[src/design/mtg_pkg.sv]
package mtg_pkg;

	localparam int STATE_WORDS   = 624;
	localparam int MIDDLE_OFFSET = 397;
	localparam int IDX_W         = $clog2(STATE_WORDS);

	localparam logic [31:0] INIT_MULT    = 32'd1812433253;
	localparam logic [31:0] TWIST_COEF   = 32'h9908_B0DF;
	localparam logic [31:0] TEMPER_B     = 32'h9D2C_5680;
	localparam logic [31:0] TEMPER_C     = 32'hEFC6_0000;
	localparam logic [31:0] DEFAULT_SEED = 32'd5489;

	localparam logic [IDX_W-1:0] LAST_IDX = IDX_W'(STATE_WORDS - 1);

	typedef logic [IDX_W-1:0] idx_t;

	typedef struct packed {
		logic load_seed;
		logic use_default;
		logic seed_step;
		logic rd_issue;
		logic twist;
	} mtg_cmd_t;

	typedef struct packed {
		logic seed_done;
	} mtg_sts_t;

	function automatic logic [31:0] temper(input logic [31:0] w);
		logic [31:0] y;
		y = w;
		y = y ^ (y >> 11);
		y = y ^ ((y << 7) & TEMPER_B);
		y = y ^ ((y << 15) & TEMPER_C);
		y = y ^ (y >> 18);
		return y;
	endfunction

endpackage

[src/design/mtg_ctrl.sv]
module mtg_ctrl
	import mtg_pkg::*;
(
	input  logic     clk,
	input  logic     arst_n,
	input  logic     in_valid,
	input  logic     kind,
	output logic     in_stall,
	output logic     out_valid,
	input  logic     out_stall,
	input  mtg_sts_t sts,
	output mtg_cmd_t cmd
);

	localparam logic [1:0] ST_IDLE  = 2'd0;
	localparam logic [1:0] ST_SEED  = 2'd1;
	localparam logic [1:0] ST_READ  = 2'd2;
	localparam logic [1:0] ST_TWIST = 2'd3;

	logic [1:0] state_q;
	logic [1:0] state_d;
	logic       seeded_q;
	logic       pend_q;
	logic       out_valid_q;
	logic       in_xfer;
	logic       out_free;

	assign in_stall  = (state_q != ST_IDLE);
	assign in_xfer   = in_valid && !in_stall;
	assign out_free  = !out_valid_q || !out_stall;
	assign out_valid = out_valid_q;

	always_comb begin
		cmd     = '0;
		state_d = state_q;
		unique case (state_q)
			ST_IDLE: begin
				if (in_xfer) begin
					if (kind) begin
						cmd.load_seed = 1'b1;
						state_d       = ST_SEED;
					end else if (!seeded_q) begin
						cmd.load_seed   = 1'b1;
						cmd.use_default = 1'b1;
						state_d         = ST_SEED;
					end else begin
						state_d = ST_READ;
					end
				end
			end
			ST_SEED: begin
				cmd.seed_step = 1'b1;
				if (sts.seed_done) begin
					state_d = pend_q ? ST_READ : ST_IDLE;
				end
			end
			ST_READ: begin
				cmd.rd_issue = 1'b1;
				state_d      = ST_TWIST;
			end
			ST_TWIST: begin
				if (out_free) begin
					cmd.twist = 1'b1;
					state_d   = ST_IDLE;
				end
			end
			default: state_d = ST_IDLE;
		endcase
	end

	always_ff @(posedge clk or negedge arst_n) begin
		if (!arst_n) begin
			state_q     <= ST_IDLE;
			seeded_q    <= 1'b0;
			pend_q      <= 1'b0;
			out_valid_q <= 1'b0;
		end else begin
			state_q <= state_d;
			if (cmd.load_seed) begin
				seeded_q <= 1'b1;
				pend_q   <= cmd.use_default;
			end
			if (cmd.twist) begin
				out_valid_q <= 1'b1;
			end else if (!out_stall) begin
				out_valid_q <= 1'b0;
			end
		end
	end

endmodule

[config.mk]
export PLATFORM = sky130hd
export DESIGN_NAME = mtg_ctrl
export DESIGN_NICKNAME = d
export VERILOG_FILES = /design/src/design/mtg_pkg.sv /design/src/design/mtg_ctrl.sv
export SDC_FILE = /design/constraint.sdc
export NUM_CORES = 1
export LEC_CHECK = 0
export ABC_AREA = 1
export BUFFER_PORTS_ARGS = -buffer_cell sky130_fd_sc_hd__buf_4
export CAP_MARGIN = 10
export CORE_AREA = 2 2 39 41
export DETAILED_ROUTE_END_ITERATION = 8
export DIE_AREA = 0 0 41 43
export GPL_TIMING_DRIVEN = 0
export PLACE_DENSITY = 0.55
export SLEW_MARGIN = 20
export SYNTH_ARGS = -nofsm -noshare
export SYNTH_HDL_FRONTEND = slang
export SYNTH_SLANG_ARGS = --single-unit
[constraint.sdc]
create_clock -name clk -period 3.19 [get_ports clk]
set_clock_uncertainty 0.2 [all_clocks]
set_input_delay 0.319 -clock clk [delete_from_list [all_inputs] [get_ports clk]]
set_output_delay 0.319 -clock clk [all_outputs]
set_load 0.005 [all_outputs]
==> results of run 1 <==
[kinds of logic (layout without fill, tap and decap cells)]
group | count (synthesis) | count (layout) | synth area share (%)
compound gates | 5 | 5 | 12.5
buf+inv | 12 | 29 | 15.0
flops | 5 | 5 | 41.7
simple gates | 20 | 20 | 30.8
[worst max-delay path, stage by stage, from the launching register on]
cell and delay (ns):
dfrtp_1 0.45, nor2_2 0.21, nand2_2 0.12, nor2_4 0.11, buf_4 0.11
[Yosys cell counts]
| cell type | number |
|---|---|
| dfrtp_1 | 5 |
| inv_1 | 11 |
| inv_2 | 1 |
| nand2_1 | 10 |
| nand2_2 | 2 |
| nand3_1 | 2 |
| nor2_1 | 4 |
| nor2_2 | 1 |
| nor2_4 | 1 |
| o21ai_0 | 2 |
| o21bai_1 | 2 |
| o22ai_2 | 1 |
[stage by stage]
step / area [µm²] / instances
after detailed placement: 410 / 70
after floorplan: 300 / 42
final: 447 / 75
after global routing: 447 / 75
after global placement: 410 / 70
after CTS: 447 / 75
[flip-flops by register name, summed over array words and instances, names as in the netlist]
name / cells
out_valid: 1
state_q: 2
pend_q: 1
seeded_q: 1
[area by class of cell]
cell class / count / area, µm²
multi-input combinational: 25 / 130
sequential: 5 / 125
clock buffer: 4 / 26.3
tap: 16 / 20.0
inverter: 12 / 45.0
fill: 157 / 937
timing repair buffer: 13 / 100
[power by group through the flow]
stage	clock network, W	logic [W]	registers [W]
finish	0.0000717	0.000155	0.000112
floorplan	0	0.0000895	0.000107
CTS	0.0000749	0.000158	0.000113
global route	0.0000792	0.000176	0.000115
global placement	0	0.000155	0.000113
detailed placement	0	0.000156	0.000114
[layer usage]
metal	global-route usage [%]	wire length, µm	vias up
li1	-	-	157
met2	11.6	313	6
met1	11.2	258	123
met5	0	0	-
met3	1.57	26	0
met4	8.00	0	0
[worst paths after layout]
check,slack [ns],cells past startpoint,end
max,1.43,4,cmd[4]
min,0.10,3,out_valid
max reg2reg,1.91,4,pend_q
min reg2reg,0.29,2,out_valid
max in group asynchronous,2.47,2,state_q[0]
min in group asynchronous,0.22,2,seeded_q
==> metrics.csv, run 1 <==
stage,metric,value,unit
synth,netlist_instances,42,
synth,yosysSeqAreaShare,41.7,%
critical_path,cp-startpoint,state_q[1],
place,post-dp-hpwl,484,µm
synth,synth_cell_types,12,
critical_path,cp.arrival,1.24,ns
clock_network,path_clk_slew,0.04,ns
outcome,status,finished clean,
hold_path,min_path_type,primary input to flop,
place,place_ws,1.67,ns
synth,synth_warnings,0,
floorplan,die_h,43,µm
critical_path,path_class,flop to output port,
layout,utilization,32.3,%
pwr,internal_power,0.000211,W
detailed_routing,vias_per_cell,3.81,
floorplan,ios,13,
grt,antenna_found_initial,0,
pwr,worst_ir_drop_vdd,0.000271,V
critical_path,cp-start-kind,flop,
pwr,share_seq_of_total_power,33.0,%
floorplan,die_width,41,µm
pwr,power.share.clock,21.2,%
layout,areaGrowthSynthToFinish,48.7,%
floorplan,num_rows,14,
timing,slew_violations,0,
grt,grt_max_degree,7,
detailed_routing,drt-initial-drc-count,0,
grt,grt-ovfl-total,0,
grt,grt_first_pass_wirelength,993,µm
detailed_routing,wl_per_cell,7.97,µm
floorplan,die_area,0.00176,mm²
detailed_routing,dr_total_vias,286,
clock_network,ctsHoldBuffers,1,
timing,finalCritPeriodShare,55.1,%
pwr,swShare,37.8,%
pwr,power.switching,0.000128,W
timing,setup_ws,1.43,ns
clock_network,postCtsResizedCells,0,
layout,antennaDiodeCount,0,
detailed_routing,postRouteAntennaNets,0,
timing,fin_crit,1.76,ns
hold_path,holdCritStartpoint,out_stall,
floorplan,core_region_area,0.00138,mm²
synth,syn-num-nets,48,
clock_network,cts_buffers,3,
critical_path,path_max_fanout,6,
timing,rsz0062_at_grt,no,
clock_network,cts_tree,built,
job,maxCapViolCount,0,
critical_path,cp-end-kind,output port,
synth,synth_top_area_share,41.7,%
place,gp_congestion,0.740,
clock_network,clock-root-buffer,clkbuf_4,
detailed_routing,drc,0,
layout,drive_gt1_share,35.6,%
grt,first_global_vias,268,
timing,relSlewSlack,84.7,%
timing,tns,0,ns
clock_network,clock-sinks,5,
pwr,power_leakage,0.267,nW
critical_path,reg2reg_from,state_q[1],
synth,synth-seq-cells,5,
detailed_routing,firstDrtPassIters,1,
timing,worstMarginPinSlew,0.230,ns
place,io_buffers,12,
grt,grtUsageTotal,8.70,%
synth,yosysTopAreaCell,dfrtp_1,
pwr,p_comb_share,45.8,%
timing,hold_viol,0,
clock_network,clk_latency,0.24,ns
clock_network,post_cts.repair.setup_buffers,0,
timing,max_freq,0.569,GHz
layout,final_cell_mix,"buf_4, inv_1, nand2_1",
synth,synthTopCellsByArea,"dfrtp_1, inv_1, nand2_1",
detailed_routing,drt_wl_total,598,µm
clock_network,clk_path_buf_depth,2,
synth,avgSynthCellArea,7.15,µm²
synth,synth_area,300,µm²
timing,finalSetupViolations,0,
timing,holdWs,0.100,ns
layout,final_common_cell,buf_4,
critical_path,worst_ep_required_time,2.67,ns
clock_network,htree_levels,1,
layout,nNetsFinal,66,
floorplan,start_util,21.7,%
pwr,power_density,759,mW/mm²
pwr,power.total,0.000339,W
(Power assumes the default switching activity.)
==> inputs of run 2 (changes only) <==
PLACE_DENSITY = 0.56   (was 0.55)
clock period = 1.6 ns   (was 3.19 ns; I/O delays follow)
==> run 2 against run 1 <==
  * Global-route usage shrank 0.42 points
  * Sequential share of layout area shrank 1.1 points
  * Critical path depth is the same
  * Final area grew 6.2%
  * Via count grew 2.4%
  * Routed wire length is the same
  * Total power grew 110%
  * Utilization grew 2.0 points
  * Critical endpoint unchanged
  * Largest cell class unchanged
==> metrics.csv, run 2 (synthesis gave the netlist of run 1 again) <==
stage,metric,value,unit,change
outcome,status,finished clean,,
timing,worstMarginPinSlew,0.158,ns,-0.0717 ns
critical_path,worst_path_most_repeated_cell,nor2_4,,
hold_path,min_path_cells,4,,+1
pwr,swShare,37.7,%,-0.093 points
critical_path,worstReg2RegEnd,state_q[0],,
clock_network,clk_latency,0.24,ns,about the same
detailed_routing,drt-initial-drc-count,4,,+4
layout,largest_reg_flops,2,,unchanged
critical_path,path_class,flop to output port,,
pwr,power.switching,0.000263,W,+110%
timing,tns,0,ns,unchanged
critical_path,cp-start-kind,flop,,
critical_path,cp-end-kind,output port,,
critical_path,crit_chain,nor2_4 > nand2_2 > nor2_4 > buf_4,,
pwr,power.total,0.000698,W,+110%
detailed_routing,postRouteAntennaNets,0,,unchanged
critical_path,worst_ep_required_time,1.24,ns,-1.43 ns
detailed_routing,firstDrtPassIters,3,,+2
place,post-dp-hpwl,471,µm,-2.6%
hold_path,min_path_type,primary input to flop,,
layout,drive_gt1_share,37.7,%,+2.1 points
grt,grtUsageTotal,8.27,%,-0.42 points
pwr,power_density,1470,mW/mm²,+94%
pwr,power_leakage,0.274,nW,+2.7%
floorplan,start_util,21.7,%,unchanged
critical_path,crit_slowest_cell,dfrtp_2,,
timing,hold_viol,0,,unchanged
timing,fin_crit,1.53,ns,
clock_network,clk_path_buf_depth,2,,unchanged
grt,antenna_found_initial,0,,unchanged
layout,nNetsFinal,68,,+3.0%
critical_path,reg2regPathDepth,5,,+1
grt,grt-ovfl-total,0,,unchanged
pwr,share_seq_of_total_power,34.1,%,+1.1 points
layout,final_cell_mix,"buf_4, inv_1, nand2_1",,
clock_network,path_clk_slew,0.04,ns,about the same
critical_path,regToRegSetupSlack,0.37,ns,-1.54 ns
timing,max_freq,0.652,GHz,
clock_network,post_cts.repair.setup_buffers,0,,unchanged
layout,final_common_cell,buf_4,,
floorplan,num_rows,14,,unchanged
layout,antennaDiodeCount,0,,unchanged
clock_network,clock-sinks,5,,unchanged
floorplan,die_h,43,µm,unchanged
pwr,power.share.clock,20.7,%,-0.5 points
critical_path,reg2reg_from,state_q[0],,
detailed_routing,dr_total_vias,293,,+2.4%
grt,grt_max_degree,7,,unchanged
job,maxCapViolCount,0,,unchanged
critical_path,cp.arrival,1.17,ns,-0.07 ns
place,place_ws,0.239,ns,-1.43 ns
layout,areaGrowthSynthToFinish,57.9,%,
pwr,worst_ir_drop_vdd,0.000581,V,+110%
floorplan,core_region_area,0.00138,mm²,unchanged
timing,finalSetupViolations,0,,unchanged
clock_network,cts_tree,built,,
clock_network,clock-root-buffer,clkbuf_4,,
grt,first_global_vias,223,,-17%
detailed_routing,drt_wl_total,598,µm,unchanged
hold_path,holdCritStartpoint,kind,,
detailed_routing,wl_per_cell,7.77,µm,-2.6%
place,gp_congestion,0.768,,+3.8%
layout,nFillCells,156,,-0.64%
layout,regMostFlops,state_q,,
timing,relSlewSlack,89.5,%,+4.8 points
critical_path,max_stage_delay,0.46,ns,about the same
hold_path,min_to,pend_q,,
floorplan,ios,13,,unchanged
detailed_routing,drc,0,,unchanged
pwr,internal_power,0.000435,W,+110%
floorplan,die_width,41,µm,unchanged
grt,grt_first_pass_wirelength,897,µm,-9.7%
critical_path,path_max_fanout,6,,unchanged
place,io_buffers,12,,unchanged
clock_network,cts_buffers,3,,unchanged
timing,setup_ws,0.0657,ns,-1.37 ns
timing,slew_violations,0,,unchanged
clock_network,htree_levels,1,,unchanged
timing,finalCritPeriodShare,95.9,%,
detailed_routing,vias_per_cell,3.81,,-0.21%
pwr,p_comb_share,45.2,%,-0.6 points
timing,rsz0062_at_grt,no,,
floorplan,die_area,0.00176,mm²,unchanged
## run 2: changes by cell type in the layout (fill, tap and decap cells not counted), sizes merged
cell         previous run  this run
dlygate4sd3             1         3
## run 2: worst max-delay path by stage
| stage | startpoint | to | slack (ns) | cells after the start |
|---|---|---|---|---|
| detailed placement | state_q[1] | cmd[4] | 0.24 | 4 |
| global placement | state_q[1] | cmd[4] | 0.24 | 4 |
| finish | state_q[1] | cmd[4] | 0.07 | 4 |
| floorplan | state_q[1] | pend_q | 0.40 | 4 |
| CTS | state_q[1] | cmd[4] | 0.02 | 4 |
| global route | state_q[1] | cmd[4] | 0.01 | 4 |
## run 2: per-layer routing
metal	track usage, %	up-vias	routed length (µm)
met5	0	-	0
met2	10.3	6	288
met3	3.14	0	22
met4	8.00	0	0
li1	-	160	-
met1	10.1	127	286
## run 2: per-stage QoR
stage	std cells	utilization, %	cell area, µm²	hold WS (ns)
5_1_grt	77	34.3	474	0.0473
2_1_floorplan	42	-	300	-0.336
3_3_place_gp	70	29.7	410	-0.235
6_report	77	34.3	474	0.0373
4_1_cts	77	34.1	472	0.0307
3_5_place_dp	70	29.7	410	-0.232
## run 2: worst max-delay path: cells and delay by family (launching register included)
kind | cells | cell delay, ns
AND/OR/NAND/NOR | 3 | 0.37
flip-flops | 1 | 0.46
buffers and inverters | 1 | 0.11
## run 2: timing repair
action / in CTS / in global routing
setup endpoints to repair: 2 / 2
gates resized for setup: 1 / 2
endpoints found under the hold margin: 7 / 0
hold buffers: 3 / 0
## run 2: power by group through the flow
stage / Sequential [W] / Clock (W) / Combinational (W)
global placement: 0.000224 / 0 / 0.000308
floorplan: 0.000214 / 0 / 0.000178
detailed placement: 0.000227 / 0 / 0.000309
global route: 0.000249 / 0.000158 / 0.000362
CTS: 0.000234 / 0.000153 / 0.000322
finish: 0.000238 / 0.000144 / 0.000316
## run 2: area by class of cell
class | instances | area, µm² | share of cell area, %
timing repair buffer | 15 | 120 | 25.3
inverter | 12 | 45.0 | 9.50
clock buffer | 4 | 26.3 | 5.54
sequential | 5 | 128 | 26.9
tap | 16 | 20.0 | 4.22
multi-input combinational | 25 | 135 | 28.5
